**src/rtl/wcst_pkg.sv**
```systemverilog
// ---------------------------------------------------------------------------
// wcst_pkg: shared types and constants of the wave cycle stats tracker
// Request codes, counter numbering, class maps and sequencer states.
// ---------------------------------------------------------------------------
package wcst_pkg;

    localparam int MAX_WAVES_DEF     = 64;
    localparam int COUNTER_WIDTH_DEF = 64;
    localparam int NUM_COUNTERS      = 21;
    localparam int CNT_IDX_W         = 5;

    typedef enum logic [2:0] {
        REQ_LAUNCH   = 3'd0,
        REQ_BEGIN    = 3'd1,
        REQ_WAIT     = 3'd2,
        REQ_RUNNABLE = 3'd3,
        REQ_COMPLETE = 3'd4,
        REQ_TICK     = 3'd5,
        REQ_READ     = 3'd6,
        REQ_NONE     = 3'd7
    } req_t;

    localparam logic [CNT_IDX_W-1:0] CNT_ISSUED = 5'd0;
    localparam logic [CNT_IDX_W-1:0] CNT_INSTS  = 5'd7;
    localparam logic [CNT_IDX_W-1:0] CNT_DONE   = 5'd18;
    localparam logic [CNT_IDX_W-1:0] CNT_LAUNCH = 5'd19;
    localparam logic [CNT_IDX_W-1:0] CNT_CYCLES = 5'd20;
    localparam logic [CNT_IDX_W-1:0] CNT_NONE   = 5'd21;

    typedef enum logic [2:0] {
        ST_IDLE,
        ST_ACCESS,
        ST_BUMP,
        ST_SCAN,
        ST_RESULT
    } state_t;

    // Cycle counter charged for a class, CNT_NONE when the class has none
    function automatic logic [CNT_IDX_W-1:0] cycle_slot_of(input logic [2:0] cls);
        logic [CNT_IDX_W-1:0] r;
        begin
            case (cls)
                3'd0: r = 5'd1;
                3'd1: r = 5'd2;
                3'd2: r = 5'd3;
                3'd3: r = 5'd4;
                3'd5: r = 5'd5;
                3'd6: r = 5'd6;
                default: r = CNT_NONE;
            endcase
            return r;
        end
    endfunction

    function automatic logic [CNT_IDX_W-1:0] inst_slot_of(input logic [2:0] cls);
        logic [CNT_IDX_W-1:0] r;
        begin
            case (cls)
                3'd0: r = 5'd8;
                3'd1: r = 5'd9;
                3'd2: r = 5'd11;
                3'd3: r = 5'd12;
                3'd4: r = 5'd14;
                3'd5: r = 5'd15;
                3'd6: r = 5'd16;
                default: r = 5'd17;
            endcase
            return r;
        end
    endfunction

    function automatic logic [CNT_IDX_W-1:0] extra_slot_of(input logic [2:0] cls);
        logic [CNT_IDX_W-1:0] r;
        begin
            case (cls)
                3'd1: r = 5'd10;
                3'd3: r = 5'd13;
                default: r = CNT_NONE;
            endcase
            return r;
        end
    endfunction

endpackage

```
**src/rtl/wcst_if.sv**
```systemverilog
// ---------------------------------------------------------------------------
// wcst_req_if / wcst_rsp_if: request and response channels
// Valid/ready handshake carrying the request and response payloads.
// ---------------------------------------------------------------------------
interface wcst_req_if;
    logic        valid;
    logic        ready;
    logic [2:0]  req_type;
    logic [5:0]  wave_index;
    logic [2:0]  instr_class;
    logic [15:0] cost;
    logic [11:0] weight;
    logic [4:0]  counter_index;

    modport source (output valid, req_type, wave_index, instr_class, cost, weight,
                    counter_index, input ready);
    modport sink (input valid, req_type, wave_index, instr_class, cost, weight,
                  counter_index, output ready);
endinterface

interface wcst_rsp_if #(parameter int CW = wcst_pkg::COUNTER_WIDTH_DEF);
    logic          valid;
    logic          ready;
    logic [CW-1:0] counter_value;
    logic          all_done;

    modport source (output valid, counter_value, all_done, input ready);
    modport sink (input valid, counter_value, all_done, output ready);
endinterface

```
**src/rtl/wave_cycle_stats_tracker_top.sv**
```systemverilog
// ---------------------------------------------------------------------------
// wave_cycle_stats_tracker_top: wave slot table and event counters
// Sequencer around one shared adder that serves every counter update.
// ---------------------------------------------------------------------------
// Usage
//   req: one request per handshake (launch, begin_work, wait, runnable,
//   complete, tick, read_counter). rsp: one response per request carrying
//   counter_value (zero unless a read) and all_done.
//   Slot state sits in a memory with a registered read port; counters sit
//   in a memory too. One adder does every counter read-modify-write.
//   Sequence: a slot request makes one slot access, up to three counter
//   updates (each a read phase, then a write phase), one decision step
//   and the response. A read makes one counter read, none for a counter
//   index above 20. A tick on an empty table goes straight to a decision
//   and the response; else it charges the cycle counter, then per slot a
//   read, a write-back, the counters charged for it and a decision step.
//   One request is in work at a time; req.ready is low until the response
//   has been taken and the sequencer is back in its idle state.
//   A stalled receiver holds the response register and the block with it.
//   Reset: presence and activity bits clear at once; other slot fields
//   are masked while absent, so no clearing pass is needed. Counters are
//   kept in flip-flop valid bits (21 of them) and read as zero until first
//   written.
// ---------------------------------------------------------------------------
module wave_cycle_stats_tracker_top
    import wcst_pkg::*;
#(
    parameter int MAX_WAVES     = wcst_pkg::MAX_WAVES_DEF,
    parameter int COUNTER_WIDTH = wcst_pkg::COUNTER_WIDTH_DEF
) (
    input  logic     clk,
    input  logic     rst_n,
    wcst_req_if.sink req,
    wcst_rsp_if.source rsp
);

    localparam int WW = $clog2(MAX_WAVES);
    localparam int CW = COUNTER_WIDTH;
    localparam int SLOT_W = 3 + 16 + 12;

    // Slot storage: control bits in flops, payload in a memory
    logic [MAX_WAVES-1:0] present_reg, present_next;
    logic [MAX_WAVES-1:0] active_reg, active_next;
    logic [SLOT_W-1:0]    slot_mem [MAX_WAVES];
    logic [SLOT_W-1:0]    slot_rd_reg;
    logic                 slot_we;
    logic [WW-1:0]        slot_waddr, slot_raddr;
    logic [SLOT_W-1:0]    slot_wdata;

    // Counter storage
    logic [CW-1:0]           cnt_mem [NUM_COUNTERS];
    logic [NUM_COUNTERS-1:0] cnt_vld_reg;
    logic [CW-1:0]           cnt_rd_reg;
    logic                    cnt_we;
    logic [CNT_IDX_W-1:0]    cnt_waddr, cnt_raddr;
    logic [CW-1:0]           cnt_wdata;

    state_t               state_reg, state_next;
    req_t                 op_reg, op_next;
    logic [WW-1:0]        wave_reg, wave_next;
    logic [WW:0]          scan_reg, scan_next;
    logic [2:0]           cls_reg, cls_next;
    logic [15:0]          cost_reg, cost_next;
    logic [11:0]          wt_reg, wt_next;
    logic [4:0]           ci_reg, ci_next;
    logic                 slot_ok_reg, slot_ok_next;
    // Pending counter bumps: up to three indexes and an amount
    logic [CNT_IDX_W-1:0] bq_reg [3];
    logic [CNT_IDX_W-1:0] bq_next [3];
    logic [11:0]          amt_reg, amt_next;
    logic                 bphase_reg, bphase_next;
    logic [CW-1:0]        val_reg, val_next;
    logic                 done_reg, done_next;
    logic                 rsp_valid_reg, rsp_valid_next;

    // Memory ports
    always_ff @(posedge clk)
    begin
        if (slot_we)
        begin
            slot_mem[slot_waddr] <= slot_wdata;
        end
        slot_rd_reg <= slot_mem[slot_raddr];
        if (cnt_we)
        begin
            cnt_mem[cnt_waddr] <= cnt_wdata;
        end
        cnt_rd_reg <= cnt_mem[cnt_raddr];
    end

    always_ff @(posedge clk or negedge rst_n)
    begin
        if (!rst_n)
        begin
            state_reg     <= ST_IDLE;
            present_reg   <= '0;
            active_reg    <= '0;
            cnt_vld_reg   <= '0;
            rsp_valid_reg <= 1'b0;
            op_reg        <= REQ_NONE;
            bphase_reg    <= 1'b0;
        end
        else
        begin
            state_reg     <= state_next;
            present_reg   <= present_next;
            active_reg    <= active_next;
            rsp_valid_reg <= rsp_valid_next;
            op_reg        <= op_next;
            bphase_reg    <= bphase_next;
            if (cnt_we && cnt_waddr < CNT_NONE)
            begin
                cnt_vld_reg[cnt_waddr] <= 1'b1;
            end
        end
    end

    always_ff @(posedge clk)
    begin
        wave_reg    <= wave_next;
        scan_reg    <= scan_next;
        cls_reg     <= cls_next;
        cost_reg    <= cost_next;
        wt_reg      <= wt_next;
        ci_reg      <= ci_next;
        slot_ok_reg <= slot_ok_next;
        bq_reg      <= bq_next;
        amt_reg     <= amt_next;
        val_reg     <= val_next;
        done_reg    <= done_next;
    end

    // Shared adder: counter read (masked by its valid bit) plus amount
    logic [CW-1:0] cnt_cur;
    logic [CW-1:0] add_sum;
    assign cnt_cur = cnt_vld_reg[cnt_raddr] ? cnt_rd_reg : '0;
    assign add_sum = cnt_cur + CW'(amt_reg);

    // Fields of the slot just read
    logic [2:0]  rd_cls;
    logic [15:0] rd_rem;
    logic [11:0] rd_wt;
    assign {rd_cls, rd_rem, rd_wt} = slot_rd_reg;

    logic [WW-1:0] scan_w;
    assign scan_w = scan_reg[WW-1:0];

    always_comb
    begin
        state_next     = state_reg;
        present_next   = present_reg;
        active_next    = active_reg;
        op_next        = op_reg;
        wave_next      = wave_reg;
        scan_next      = scan_reg;
        cls_next       = cls_reg;
        cost_next      = cost_reg;
        wt_next        = wt_reg;
        ci_next        = ci_reg;
        slot_ok_next   = slot_ok_reg;
        bq_next        = bq_reg;
        amt_next       = amt_reg;
        bphase_next    = bphase_reg;
        val_next       = val_reg;
        done_next      = done_reg;
        rsp_valid_next = rsp_valid_reg;
        slot_we        = 1'b0;
        slot_waddr     = wave_reg;
        slot_raddr     = wave_reg;
        slot_wdata     = '0;
        cnt_we         = 1'b0;
        cnt_waddr      = bq_reg[0];
        cnt_raddr      = bq_reg[0];
        cnt_wdata      = add_sum;
        req.ready      = 1'b0;

        unique case (state_reg)
            ST_IDLE:
            begin
                req.ready = 1'b1;
                if (req.valid)
                begin
                    op_next      = req_t'(req.req_type);
                    wave_next    = WW'(req.wave_index);
                    slot_ok_next = 32'(req.wave_index) < MAX_WAVES;
                    cls_next     = req.instr_class;
                    cost_next    = req.cost;
                    wt_next      = req.weight;
                    ci_next      = req.counter_index;
                    val_next     = '0;
                    bq_next[0]   = CNT_NONE;
                    bq_next[1]   = CNT_NONE;
                    bq_next[2]   = CNT_NONE;
                    amt_next     = 12'd1;
                    bphase_next  = 1'b0;
                    scan_next    = '0;
                    state_next   = ST_ACCESS;
                end
            end

            ST_ACCESS:
            begin
                state_next = ST_BUMP;
                case (op_reg)
                    REQ_LAUNCH:
                    begin
                        if (slot_ok_reg)
                        begin
                            if (!present_reg[wave_reg])
                            begin
                                present_next[wave_reg] = 1'b1;
                                active_next[wave_reg]  = 1'b0;
                                slot_we    = 1'b1;
                                slot_wdata = {3'd0, 16'd0, 12'd1};
                            end
                            bq_next[0] = CNT_LAUNCH;
                        end
                    end
                    REQ_BEGIN, REQ_WAIT:
                    begin
                        if (slot_ok_reg)
                        begin
                            if (cost_reg != 16'd0)
                            begin
                                present_next[wave_reg] = 1'b1;
                                active_next[wave_reg]  = 1'b1;
                                slot_we    = 1'b1;
                                slot_wdata = {cls_reg, cost_reg, wt_reg};
                            end
                            else if (present_reg[wave_reg])
                            begin
                                active_next[wave_reg] = 1'b0;
                                slot_we    = 1'b1;
                                slot_wdata = {cls_reg, 16'd0, 12'd1};
                            end
                            if (op_reg == REQ_BEGIN)
                            begin
                                bq_next[0] = CNT_INSTS;
                                bq_next[1] = inst_slot_of(cls_reg);
                                bq_next[2] = extra_slot_of(cls_reg);
                            end
                        end
                    end
                    REQ_RUNNABLE:
                    begin
                        if (slot_ok_reg && present_reg[wave_reg])
                        begin
                            active_next[wave_reg] = 1'b0;
                            slot_we    = 1'b1;
                            slot_wdata = {3'd0, 16'd0, 12'd1};
                        end
                    end
                    REQ_COMPLETE:
                    begin
                        if (slot_ok_reg && present_reg[wave_reg])
                        begin
                            present_next[wave_reg] = 1'b0;
                            active_next[wave_reg]  = 1'b0;
                            bq_next[0] = CNT_DONE;
                        end
                    end
                    REQ_TICK:
                    begin
                        if (present_reg != '0)
                        begin
                            bq_next[0] = CNT_CYCLES;
                        end
                    end
                    REQ_READ:
                    begin
                        bq_next[0] = (ci_reg < CNT_NONE) ? ci_reg : CNT_NONE;
                    end
                    default:
                    begin
                    end
                endcase
            end

            // Drain queued counter accesses; bumps go through the shared adder
            ST_BUMP:
            begin
                if (bq_reg[0] == CNT_NONE)
                begin
                    if (op_reg == REQ_TICK && present_reg != '0
                        && scan_reg < (WW+1)'(MAX_WAVES))
                    begin
                        bphase_next = 1'b0;
                        state_next  = ST_SCAN;
                    end
                    else
                    begin
                        done_next      = (present_reg == '0);
                        rsp_valid_next = 1'b1;
                        state_next     = ST_RESULT;
                    end
                end
                else if (!bphase_reg)
                begin
                    bphase_next = 1'b1;
                end
                else
                begin
                    bphase_next = 1'b0;
                    if (op_reg == REQ_READ)
                    begin
                        val_next = cnt_cur;
                    end
                    else
                    begin
                        cnt_we = 1'b1;
                    end
                    bq_next[0] = bq_reg[1];
                    bq_next[1] = bq_reg[2];
                    bq_next[2] = CNT_NONE;
                end
            end

            // Walk one slot: read, then write back and queue its charges
            ST_SCAN:
            begin
                slot_raddr = scan_w;
                if (!bphase_reg)
                begin
                    bphase_next = 1'b1;
                end
                else
                begin
                    bphase_next = 1'b0;
                    scan_next   = scan_reg + 1'b1;
                    state_next  = ST_BUMP;
                    if (present_reg[scan_w] && active_reg[scan_w] && rd_rem != 16'd0)
                    begin
                        slot_we    = 1'b1;
                        slot_waddr = scan_w;
                        if (rd_rem == 16'd1)
                        begin
                            active_next[scan_w] = 1'b0;
                        end
                        slot_wdata = {rd_cls, rd_rem - 16'd1, rd_wt};
                        amt_next   = rd_wt;
                        bq_next[0] = CNT_ISSUED;
                        bq_next[1] = cycle_slot_of(rd_cls);
                    end
                end
            end

            ST_RESULT:
            begin
                if (rsp.ready)
                begin
                    rsp_valid_next = 1'b0;
                    state_next     = ST_IDLE;
                end
            end

            default:
            begin
                state_next = ST_IDLE;
            end
        endcase
    end

    assign rsp.valid         = rsp_valid_reg;
    assign rsp.counter_value = val_reg;
    assign rsp.all_done      = done_reg;

    // Response is only offered in its own state
    assert property (@(posedge clk) disable iff (!rst_n)
        rsp_valid_reg |-> state_reg == ST_RESULT)
        else $error("response valid outside result state");

    // No request is taken while a response is pending
    assert property (@(posedge clk) disable iff (!rst_n)
        rsp_valid_reg |-> !req.ready)
        else $error("request accepted with response pending");

    // An active slot is always present
    assert property (@(posedge clk) disable iff (!rst_n)
        (active_reg & ~present_reg) == '0)
        else $error("active slot without presence");

endmodule

```
**src/flat_wrapper.sv**
```systemverilog
// flat-port wrapper written by rule: the top's interface ports become plain ports
module wave_cycle_stats_tracker_top_flat import wcst_pkg::*;
#(
    parameter int MAX_WAVES     = wcst_pkg::MAX_WAVES_DEF,
    parameter int COUNTER_WIDTH = wcst_pkg::COUNTER_WIDTH_DEF
)
  (clk, rst_n, req_valid, req_req_type, req_wave_index, req_instr_class, req_cost, req_weight, req_counter_index, req_ready, rsp_valid, rsp_counter_value, rsp_all_done, rsp_ready);
  wcst_req_if req_i ();
  wcst_rsp_if #(.CW(COUNTER_WIDTH_DEF)) rsp_i ();
  input  logic clk;
  input  logic rst_n;
  input wire logic [$bits(req_i.valid)-1:0] req_valid;
  input wire logic [$bits(req_i.req_type)-1:0] req_req_type;
  input wire logic [$bits(req_i.wave_index)-1:0] req_wave_index;
  input wire logic [$bits(req_i.instr_class)-1:0] req_instr_class;
  input wire logic [$bits(req_i.cost)-1:0] req_cost;
  input wire logic [$bits(req_i.weight)-1:0] req_weight;
  input wire logic [$bits(req_i.counter_index)-1:0] req_counter_index;
  output wire logic [$bits(req_i.ready)-1:0] req_ready;
  output wire logic [$bits(rsp_i.valid)-1:0] rsp_valid;
  output wire logic [$bits(rsp_i.counter_value)-1:0] rsp_counter_value;
  output wire logic [$bits(rsp_i.all_done)-1:0] rsp_all_done;
  input wire logic [$bits(rsp_i.ready)-1:0] rsp_ready;
  assign req_i.valid = req_valid;
  assign req_i.req_type = req_req_type;
  assign req_i.wave_index = req_wave_index;
  assign req_i.instr_class = req_instr_class;
  assign req_i.cost = req_cost;
  assign req_i.weight = req_weight;
  assign req_i.counter_index = req_counter_index;
  assign req_ready = req_i.ready;
  assign rsp_valid = rsp_i.valid;
  assign rsp_counter_value = rsp_i.counter_value;
  assign rsp_all_done = rsp_i.all_done;
  assign rsp_i.ready = rsp_ready;
  wave_cycle_stats_tracker_top #(.MAX_WAVES(MAX_WAVES), .COUNTER_WIDTH(COUNTER_WIDTH)) u_core (.clk(clk), .rst_n(rst_n), .req(req_i), .rsp(rsp_i));
endmodule
```
**config.mk**
```make
export PLATFORM = sky130hd
export DESIGN_NAME = wave_cycle_stats_tracker_top_flat
export DESIGN_NICKNAME = d
export VERILOG_FILES = /design/src/rtl/wcst_pkg.sv /design/src/rtl/wcst_if.sv /design/src/rtl/wave_cycle_stats_tracker_top.sv /design/src/flat_wrapper.sv
export SDC_FILE = /design/constraint.sdc
export NUM_CORES = 2
export LEC_CHECK = 0
export ABC_AREA = 1
export BUFFER_PORTS_ARGS = -buffer_cell sky130_fd_sc_hd__clkbuf_2
export CORE_ASPECT_RATIO = 1.4
export CORE_MARGIN = 5
export CORE_UTILIZATION = 45
export DETAILED_ROUTE_END_ITERATION = 16
export GPL_ROUTABILITY_DRIVEN = 0
export PLACE_DENSITY = 0.66
export SETUP_SLACK_MARGIN = 0.2
export SLEW_MARGIN = 20
export SYNTH_ARGS = -nofsm -noshare
export SYNTH_HDL_FRONTEND = slang
export SYNTH_SLANG_ARGS = --single-unit
```
**constraint.sdc**
```tcl
create_clock -name clk -period 12.5 [get_ports clk]
set_input_delay 0.625 -clock clk [delete_from_list [all_inputs] [get_ports clk]]
set_output_delay 0.625 -clock clk [all_outputs]
set_load 0.05 [all_outputs]
```
==> impl_results.md <==
- Final setup fails: 0
- Area contributors post-synth: edfxtp_1 70%, o21ai_0 4.4%, nor2_1 4.3%, a22oi_1 3.1%, nand2_1 2.9%
- Number of global-route vias before repair: 98700
- Post-synth cell types: 56
- Die Width: 497 um
- Fin util: 0.506
- RSZ-0062 raised after global routing: no
- Worst-path clk slew: 60 ps
- Starting Density: 0.451
- Final setup skew: 64.7 ps
- Async SR Flop Fraction: 0.0422
- Multi-input gate area in the final layout: between 30000 and 40000 um2
- Layout fillers: 27400
- Synth Area in XOR/XNOR: 0.00276
- Switching Fraction: 0.363
- CTS Sinks: between 3000 and 4000
- CP peak stage delay: 620 ps
- Post-synth top area share: 0.698
- Crit path launch type: flip-flop
- Hold slack: roughly 100 ps
- PortBufs: 115
- Syn Area/Cell: 12.8 um2
- CTS buffer count: 360
- Hold Crit Class: in2reg
- Post-DP HPWL: 248000 um
- Storage element area: 110000 um2
- Die Area: 343000 um2
- Post-route DRC: 0
- Data arrival time of the critical path: 7410 ps
- Layout cells sized above 1: 0.0917
- Synth warn: 0
- Outcome: completed
- Syn Nets: 11700
- R2r startpoint: u_core.cnt_raddr[1]
- Post-synthesis compound-gate area fraction: 0.129
- Crit path depth: 27
- CP endpoint kind: flip-flop
- Hold path depth: 1
- Tmin final: 6990 ps
- Remaining Overflow, GRT: 0
- 1st-pass router iterations: 8
- Clk_lat worst skew: 930 ps
- CP Max Fanout: ~150
- Worst path buffer plus inverter count: 7
- Top cell type by total area after synthesis: edfxtp_1
- Placeable Area: 331000 um2
- Post-synth EDFFs: roughly 3500
- Gr usage total: 0.252
- Yosys reg bits: 3720
- Routed vias: 101000
- Area grow syn2layout: 12.3%
- Origin of the worst setup path: u_core.cnt_raddr[1]
- FP Rows: 250
- Synth Area in Simple Gates: 0.100
- Post-Synth Adder-Cell Area: 0.00148
- Largest net degree at the start of global routing: around 210
- H-tree levels: 5
- Primary FF master, synth: edfxtp_1
- First-pass GRT wire length: 649000 um
- Top-count cell post-synth: edfxtp_1
- Max reg flops: 1984
- Pwr Density: 223 nW/um2
- Sequential share of power: 0.413
- # Post-CTS Setup Buffers: 0
- FF-to-FF End: u_core.cnt_mem[15][48]
- Clock power frac: 0.288
- Rel. slew slack: 0.164
- DRT iter0 DRCs: 13300
- DRT antenna net count: 0
- Family with the most delay on the worst path: simple AND/OR/NAND/NOR gates
- Top-Level Pins: 116
- Max rail drop VDD: 0.198 mV
- Pleak: 51.6 nW
- Max_cap viols: 0
- Internal Power: 23.8 mW
- Critical path's slowest cell: buf_4
- Root Driver: clkbuf_16
- Synthesized instance count: between 10000 and 15000
- Die Ht: a little under 700 um
- Max Clk Rate: 0.143 GHz
- Final wirelength: 449000 um
- Sequential-to-total area share from yosys stat: 0.737
- Slew @ Worst Pin: 1250 ps
- CTS Hold Buffers Added: 35
- Worst reg2reg setup slack: 5510 ps
- Critical path type: reg2reg
- Largest family of logic cells by synthesized area: compound AO/OA/AOI/OAI gates
- Most flop-heavy register: u_core.slot_mem
- CP required: 12920 ps
- Comb pwr share: 0.299
- Nets: roughly 12000
- Initial antenna violation count: 9
- Wire per inst: 27.5 um
- P_sw: roughly 14 mW
- Slew Limit Fails: 0
- CTS tree: yes
- Fin. Hold Viols: 0
- Reg2Reg Depth: 27
- Fin Setup TNS: 0 ps
- Mux contribution to synthesized area: 0
- Commonest cells in the netlist: 3468 x edfxtp_1, 1714 x nor2_1, 1318 x o21ai_0
- Setup crit end: u_core.cnt_mem[15][48]
- Worst path most repeated cell: nand2_1
- Final period util: 0.559
- Top Registers: u_core.slot_mem (1984), u_core.cnt_mem (1344)
- Post-CTS resize count: 0
- Clock buffer depth: 4
- Vias per Instance: 6.18
- Cell Area, Synth: 149000 um2
-- power groups by stage --
stage	Clock (mW)	Combinational, mW	Sequential (mW)
floorplan	0	6.78	15.7
global placement	0	10.6	15.6
detailed placement	0	10.9	15.6
CTS	10.9	11.0	15.4
global route	11.4	11.9	15.4
finish	10.7	11.2	15.4
-- layer usage --
layer	routed length, um	share of wire	global-route usage	vias up
met5	0	0	0	-
met2	217000	0.48	0.417	6096
met3	42500	0.095	0.0439	1345
li1	-	-	-	43500
met1	157000	0.35	0.307	50200
met4	32700	0.073	0.157	0
-- worst min path at each step --
stage	start	to	slack [ps]
detailed placement	u_core.cnt_vld_reg[19]	u_core.cnt_vld_reg[19]	450
floorplan	rst_n	asynchronous set/reset pin	330
global route	req_counter_index[0]	u_core.ci_reg[0]	50
finish	req_counter_index[4]	u_core.ci_reg[4]	100
global placement	u_core.cnt_vld_reg[19]	u_core.cnt_vld_reg[19]	440
CTS	req_counter_index[2]	u_core.ci_reg[2]	30
-- metrics by stage --
| stage | instances | setup slack [ps] | cell area, um2 | total power [mW] |
|---|---|---|---|---|
| global placement | 15700 | 5440 | 155000 | 26.2 |
| detailed placement | 15700 | 5320 | 155000 | 26.5 |
| finish | 16400 | 5510 | 167000 | 37.3 |
| floorplan | 11700 | 7160 | 149000 | 22.5 |
| global route | 16400 | 5050 | 167000 | 38.7 |
| CTS | 16400 | 5280 | 167000 | 37.2 |
-- area by class of cell --
cell class                      instances  area share
Inverter                              342     0.00793
Antenna cell                            7    0.000105
Clock buffer                          472      0.0589
Sequential cell                      3720       0.657
Tap cell                             4410      0.0330
Multi-Input combinational cell       6833       0.215
Clock inverter                        182      0.0100
Timing Repair Buffer                  406      0.0180
-- logic make-up after synthesis --
logic type,after synthesis
AO/OA/AOI/OAI,3141
adder cells (fa/ha/maj),17
flip-flops,3720
buffers and inverters,1105
AND/OR/NAND/NOR,3628
XOR/XNOR,47
-- worst reg2reg max path: cells and delay by family (launching register included) --
| family | cells | cell delay [ps] |
|---|---|---|
| adder cells (fa/ha/maj) | 2 | 590 |
| flip-flops | 1 | 500 |
| AO/OA/AOI/OAI | 2 | 360 |
| AND/OR/NAND/NOR | 16 | 3060 |
| buffers and inverters | 7 | 2020 |
-- layout by cell type, fill, tap and decap left out, types with 16 or more instances in the layout --
| master | instances |
|---|---|
| edfxtp_1 | 3468 |
| nor2_1 | 1624 |
| o21ai_0 | 1305 |
| nand2_1 | 1164 |
| a22oi_1 | 621 |
| nand3_1 | 470 |
| a21oi_1 | 394 |
| clkbuf_16 | 369 |
| inv_1 | 321 |
| o211ai_1 | 255 |
| o221ai_1 | 244 |
| buf_4 | 243 |
| o22ai_1 | 157 |
| dfrtp_1 | 154 |
| clkbuf_2 | 114 |
| nand4_1 | 101 |
| dfxtp_1 | 95 |
| nor2_4 | 93 |
| nor4_1 | 81 |
| o21ai_1 | 80 |
| clkbuf_1 | 79 |
| clkinv_1 | 61 |
| clkinv_2 | 55 |
| nor3_1 | 46 |
| dlygate4sd3_1 | 35 |
| bufinv_16 | 25 |
| clkbuf_8 | 24 |
| xor2_1 | 22 |
| o22ai_4 | 18 |
| a31oi_1 | 18 |
| clkinvlp_4 | 17 |
| o21ai_4 | 16 |
| ha_1 | 16 |
(Power assumes the default switching activity.)
